File: src/rtl/lps_pkg.sv
// Package of the prime sieve: sizes, microcode types and the microcode table.
package lps_pkg;

    // Sizes of the sieve and of its stores.
    localparam int MAX_LIMIT   = 65536;
    localparam int PRIME_SLOTS = 8192;
    localparam int FIELD_W     = 17;
    localparam int FIRST_CAND  = 2;
    localparam int MAP_DEPTH   = MAX_LIMIT + 1;
    localparam int MAP_AW      = $clog2(MAP_DEPTH);
    localparam int SLOT_AW     = $clog2(PRIME_SLOTS);
    localparam int TOTAL_W     = $clog2(PRIME_SLOTS + 1);
    localparam int PROD_W      = 2 * FIELD_W;
    localparam int DIV_STEPS   = FIELD_W;
    localparam int DIV_CW      = $clog2(DIV_STEPS + 1);
    localparam int STEP_W      = 4;

    // Microcode step addresses.
    typedef enum logic [STEP_W-1:0] {
        S_CLEAR,
        S_WAIT,
        S_CHECK,
        S_FETCH,
        S_MUL,
        S_TEST,
        S_MARK,
        S_DIVW,
        S_NEXT,
        S_LOOP,
        S_EMIT,
        S_HOLD
    } step_t;

    // Jump conditions; a step jumps when its condition holds, else it falls through.
    typedef enum logic [3:0] {
        C_NEVER,
        C_ALWAYS,
        C_NOT_CLR_LAST,
        C_NO_REQ,
        C_SEQ_ERR,
        C_WALK_END,
        C_PROD_GT,
        C_DIV_BUSY,
        C_REM_ZERO,
        C_OUT_FREE
    } cond_t;

    // Datapath actions of one control word.
    typedef struct packed {
        logic clear;
        logic take;
        logic check;
        logic fetch;
        logic mul;
        logic mark;
        logic advance;
        logic emit;
    } ctrl_t;

    typedef struct packed {
        cond_t cond;
        step_t target;
        ctrl_t ctrl;
    } uword_t;

    // Datapath flags tested by the sequencer.
    typedef struct packed {
        logic clr_last;
        logic req;
        logic seq_err;
        logic walk_end;
        logic prod_gt;
        logic div_busy;
        logic rem_zero;
        logic out_free;
    } dp_status_t;

    // The microprogram: one control word for each step.
    function automatic uword_t ucode_rom(input step_t s);
        uword_t w;
        w = '0;
        case (s)
            S_CLEAR:
            begin
                w.cond       = C_NOT_CLR_LAST;
                w.target     = S_CLEAR;
                w.ctrl.clear = 1'b1;
            end
            S_WAIT:
            begin
                w.cond      = C_NO_REQ;
                w.target    = S_WAIT;
                w.ctrl.take = 1'b1;
            end
            S_CHECK:
            begin
                w.cond       = C_SEQ_ERR;
                w.target     = S_EMIT;
                w.ctrl.check = 1'b1;
            end
            S_FETCH:
            begin
                w.cond       = C_WALK_END;
                w.target     = S_EMIT;
                w.ctrl.fetch = 1'b1;
            end
            S_MUL:
            begin
                w.cond     = C_NEVER;
                w.target   = S_MUL;
                w.ctrl.mul = 1'b1;
            end
            S_TEST:
            begin
                w.cond   = C_PROD_GT;
                w.target = S_EMIT;
            end
            S_MARK:
            begin
                w.cond      = C_NEVER;
                w.target    = S_MARK;
                w.ctrl.mark = 1'b1;
            end
            S_DIVW:
            begin
                w.cond   = C_DIV_BUSY;
                w.target = S_DIVW;
            end
            S_NEXT:
            begin
                w.cond         = C_REM_ZERO;
                w.target       = S_EMIT;
                w.ctrl.advance = 1'b1;
            end
            S_LOOP:
            begin
                w.cond   = C_ALWAYS;
                w.target = S_FETCH;
            end
            S_EMIT:
            begin
                w.cond      = C_OUT_FREE;
                w.target    = S_WAIT;
                w.ctrl.emit = 1'b1;
            end
            S_HOLD:
            begin
                w.cond   = C_ALWAYS;
                w.target = S_EMIT;
            end
            default:
            begin
                w.cond   = C_ALWAYS;
                w.target = S_WAIT;
            end
        endcase
        return w;
    endfunction

endpackage

File: src/rtl/lps_useq.sv
// Microcode sequencer: step counter, control word lookup and conditional jumps.
module lps_useq (
    input  logic                clk,
    input  logic                rst_n,
    input  lps_pkg::dp_status_t status,
    output lps_pkg::ctrl_t      ctrl
);
    import lps_pkg::*;

    step_t  step_reg, step_next;
    uword_t uw;
    logic   hit;

    // Control word of the current step.
    always_comb
    begin
        uw = ucode_rom(step_reg);
    end

    // Condition test and next step address.
    always_comb
    begin
        case (uw.cond)
            C_NEVER:        hit = 1'b0;
            C_ALWAYS:       hit = 1'b1;
            C_NOT_CLR_LAST: hit = !status.clr_last;
            C_NO_REQ:       hit = !status.req;
            C_SEQ_ERR:      hit = status.seq_err;
            C_WALK_END:     hit = status.walk_end;
            C_PROD_GT:      hit = status.prod_gt;
            C_DIV_BUSY:     hit = status.div_busy;
            C_REM_ZERO:     hit = status.rem_zero;
            C_OUT_FREE:     hit = status.out_free;
            default:        hit = 1'b1;
        endcase
        step_next = hit ? uw.target : step_t'(STEP_W'(step_reg) + STEP_W'(1));
    end

    // Actions driven into the datapath.
    always_comb
    begin
        ctrl = uw.ctrl;
    end

    always_ff @(posedge clk or negedge rst_n)
    begin
        if (!rst_n)
        begin
            step_reg <= S_CLEAR;
        end
        else
        begin
            step_reg <= step_next;
        end
    end

endmodule

File: config.mk
export PLATFORM = sky130hd
export DESIGN_NAME = lps_useq
export DESIGN_NICKNAME = d
export VERILOG_FILES = /design/src/rtl/lps_pkg.sv /design/src/rtl/lps_useq.sv
export SDC_FILE = /design/constraint.sdc
export NUM_CORES = 1
export LEC_CHECK = 0
export BUFFER_PORTS_ARGS = -buffer_cell sky130_fd_sc_hd__clkbuf_2
export CORE_AREA = 2 2 39 41
export CTS_CLUSTER_DIAMETER = 30
export DETAILED_ROUTE_END_ITERATION = 10
export DIE_AREA = 0 0 41 43
export GPL_TIMING_DRIVEN = 0
export MAX_ROUTING_LAYER = met4
export PLACE_DENSITY = 0.76
export SLEW_MARGIN = 10
export SYNTH_ARGS = -nofsm -noshare
export SYNTH_HDL_FRONTEND = slang
export SYNTH_SLANG_ARGS = --single-unit
File: constraint.sdc
create_clock -name clk -period 3.1 [get_ports clk]
set_clock_uncertainty 0.2 [all_clocks]
set_input_delay 0.775 -clock clk [delete_from_list [all_inputs] [get_ports clk]]
set_output_delay 0.775 -clock clk [all_outputs]
set_load 0.1 [all_outputs]
* Word-level counts from Yosys, hierarchy flattened
Cells that the tools add are included.
** Storage, ports and cells
- Register bits after elaboration :: 4
- Latch bits :: 0
- RAM bits :: 0
- Memory bits (read-only) :: 0
- Input bits :: 10
- Output and inout bits :: 8
- Word-level logic and storage cells :: 36
- Memories kept :: 0
** Cells by class
- $add $sub $neg :: 1
- $mul :: 0
- Divide/modulo/power cells :: 0
- Magnitude comparators :: 0
- Eq/ne operators :: 19
- Shifts and indexed selects :: 0
- Muxes and demuxes :: 11
- Bitwise gates (word level) :: 0
- Reductions and logical operators :: 4
** Operators with widths (number)
- one-hot mux 8 bit (12 select lines) :: 1
- == test 4 x 3 -> 1 bit, second input constant :: 8
- == test 4 bit, second input constant :: 6
- == test 4 x 2 -> 1 bit, second input constant :: 4
- one-hot mux 1 bit (9 select lines) :: 1
- logical NOT 4 bit :: 2
- two-way mux 1 bit :: 8
- adder 4 x 1 -> 4 bit, second input constant :: 1
- == test 4 x 1 -> 1 bit, second input constant :: 1
- two-way mux 4 bit :: 1
- logical NOT 1 bit :: 2

* Logic depth before layout (Yosys ltp)
- Word-level depth :: 5
- Gate-level depth with buffers :: 9
- Gate-level depth less buffers :: 8

* Worst setup path before layout
OpenSTA, ideal clock, no wires.
- Path type :: flip-flop to output port
- Start :: register step_reg[0]
- End :: output ctrl[4] (netlist bit)
- Arrival :: 2.758 ns
- Required time :: 2.125 ns
- Setup slack :: -0.633 ns
- Stages on the path, launching flop included :: 5
- Path buffers :: 1
- Cells stage by stage :: dfrtp_1 -> ha_1 -> buf_6 -> inv_1 -> nor3_1
** RTL lines
- start: declaration :: RTL line lps_useq.sv:10 : step_t step_reg, step_next;
- start signal: assignment :: RTL line lps_useq.sv:53 : step_reg <= step_next;
- end: declaration :: RTL line lps_useq.sv:6 : output lps_pkg::ctrl_t ctrl

==> key figures <==
Detailed routing
  – Routed met2 length: 690 um
  – Via density: 5.29
  – Wirelength per Cell: around 13 um
  – WL final: 1300 um
  – Drt first pass iters: 4
  – Highest Signal Layer: met3
  – Vias: 550
  – Antenna-violating nets left: 0
  – DRC Markers: 0
  – DRT met1 WL: between 500 and 600 um
  – Drt initial violations: 9
  – Met3 Wirelength: 30 um

Yosys
  – Synthesized flop and latch total: 4
  – Avg Inst Size Synth: 9.16 sq um
  – Syn_nets: 82
  – Top post-synthesis cells by area: dfrtp_1 16%, ha_1 8.0%, mux2i_1 8.0%
  – Yosys Warn Count: 0
  – Synth top cells by count: 6 x nor2_1, 5 x a21oi_1, 5 x inv_1, 5 x mux2i_1
  – Synthesized area: about 620 sq um
  – Most common cell in the netlist: nor2_1
  – Top cell type's share of synthesized area: 0.161
  – Asr flop ratio synth: 1.00
  – Primary FF master, synth: dfrtp_1
  – Post-synth cell types: 33
  – Sequential share of the synthesized area: 0.161
  – Synth Instances: 68
  – Area leader, netlist: dfrtp_1
  – Post-synth EDFFs: 0

Clocking
  – Total CTS buffers: 3
  – Clock Tree Buf Depth: 2
  – Root buffer cell: clkbuf_4
  – Clk_lat worst skew: 0.23 ns
  – Hold_buf cts: 0
  – Clock slew at reported path FFs: around 0.04 ns
  – Post-CTS Setup Bufs: 0
  – CTS tree: yes
  – Num Clock Sinks: 4
  – Post-CTS Resized: 0
  – H-tree Lvls: 1

Floorplan
  – Io pins: 18
  – Initial Util: 0.450
  – Die area: 0.00176 sq mm
  – Core area: 0.00138 sq mm
  – Die extent in y: 43 um
  – Die W: around 41 um
  – Row Count: 14

Global route
  – Gr usage total: 0.189
  – Remaining global-route overflow: 0
  – Largest net degree at the start of global routing: 11
  – Initial antenna violation count: 0
  – Number of global-route vias before repair: between 500 and 600
  – Global-route wire length before repair: 2200 um

Setup path
  – WP data arrival: 1.72 ns
  – Slowest CP cell: clkbuf_2
  – Crit-path max FO: 9
  – Crit. Startpoint: step_reg[0]
  – R2R depth: 8
  – Req. time, crit path: 2.12 ns
  – Reg2Reg Capture Point: step_reg[1]
  – FF-to-FF setup slack: 0.41 ns
  – Cell Chain, Critical Path: inv_1, ha_1, and3_2, clkbuf_2
  – CP Capture Type: output pin
  – Critical path class: reg2out
  – Crit start category: register
  – Slowest stage delay, CP: 0.45 ns
  – Worst reg2reg startpoint: step_reg[0]

Placed design
  – Buffers on Ports: 17
  – Pre-CTS setup slack: ~0.42 ns
  – RD Place Congestion: 0.767
  – DP Area: 733 sq um
  – HPWL after DPL: 1010 um

Timing
  – Final hold vios: 0
  – Total Neg Setup Slack: 0 ns
  – Max Freq: 371 MHz
  – Least-Margin Pin Slew: 0.541 ns
  – Max-slew violation count: 0
  – Hold WS: 0.139 ns
  – Period Utilization, post-route: 0.870
  – Fin crit period: 2.70 ns
  – RSZ-0062 raised after global routing: no
  – Final count of negative-setup-slack endpoints: 0
  – Setup ws final: 0.402 ns
  – Rel. slew slack: 0.641

Outcome
  – Status: complete, no violations

Final layout
  – Diode count: 0
  – NumNets Final: about 100
  – Fraction of layout cells with a size suffix above 1: 0.432
  – Layout area overhead: 21.3%
  – Max reg flops: 4
  – Final instance area: 756 sq um

Run
  – Max-Cap Viols: 0

Min path
  – Type of the tightest min-delay check: in2async
==> critical path: cells and delay by family (launching register included) <==
kind	cells	cell delay [ns]
adders and majority gates	1	0.31
buffers and inverters	2	0.55
and+or+nand+nor	1	0.23
DFF	1	0.41
==> cell families after synthesis <==
family                   after synthesis  synth area share
multiplexers                           8             0.147
adder cells (fa/ha/maj)                4            0.0803
AND/OR/NAND/NOR                       19             0.167
flip-flops                             4             0.161
buffers and inverters                 10             0.102
XOR/XNOR                               2            0.0281
AO/OA/AOI/OAI                         21             0.315
==> placed cells by master, fill, tap and decap left out, drive strengths merged, types with 2 or more instances in the layout <==
master / netlist / routed
dfrtp: 4 / 4
nor2: 6 / 6
nor3: 2 / 2
ha: 4 / 4
inv: 5 / 5
mux2: 3 / 3
and2: 5 / 5
buf: 5 / 5
o21a: 2 / 2
a211oi: 3 / 3
mux2i: 5 / 5
clkbuf: 0 / 20
a21oi: 5 / 5
o22ai: 2 / 2
and3: 2 / 2
xnor2: 2 / 2
==> final cells by class <==
cell class                      count  area [sq um]
Buffer                              5          45.0
Timing Repair Buffer               17          85.1
Tap cell                           16          20.0
Multi-Input combinational cell     54           464
Sequential cell                     4           100
Clock buffer                        3          22.5
Inverter                            5          18.8
Fill cell                         132           628
==> routing by layer <==
| layer | track usage | vias up |
|---|---|---|
| met2 | 0.269 | 9 |
| met1 | 0.237 | 254 |
| met3 | 0.0366 | 0 |
| met4 | 0.113 | 0 |
| met5 | - | - |
| li1 | - | 287 |
==> metrics by stage <==
stage                     std cells  utilization
final                           104        0.546
after CTS                       104        0.546
after detailed placement        101        0.530
after floorplan                  68            -
after global routing            104        0.546
after global placement          101        0.530
==> how the worst max path moves through the flow <==
stage                  endpoint  slack (ns)
detailed placement  step_reg[1]        0.42
finish                  ctrl[0]        0.40
global route        step_reg[1]        0.27
floorplan               ctrl[4]        0.23
CTS                     ctrl[0]        0.39
global placement    step_reg[3]        0.46
Power is left out: the tool's default activity adds up to more than one toggle a clock period on the data nets, which glitch-free logic cannot reach.
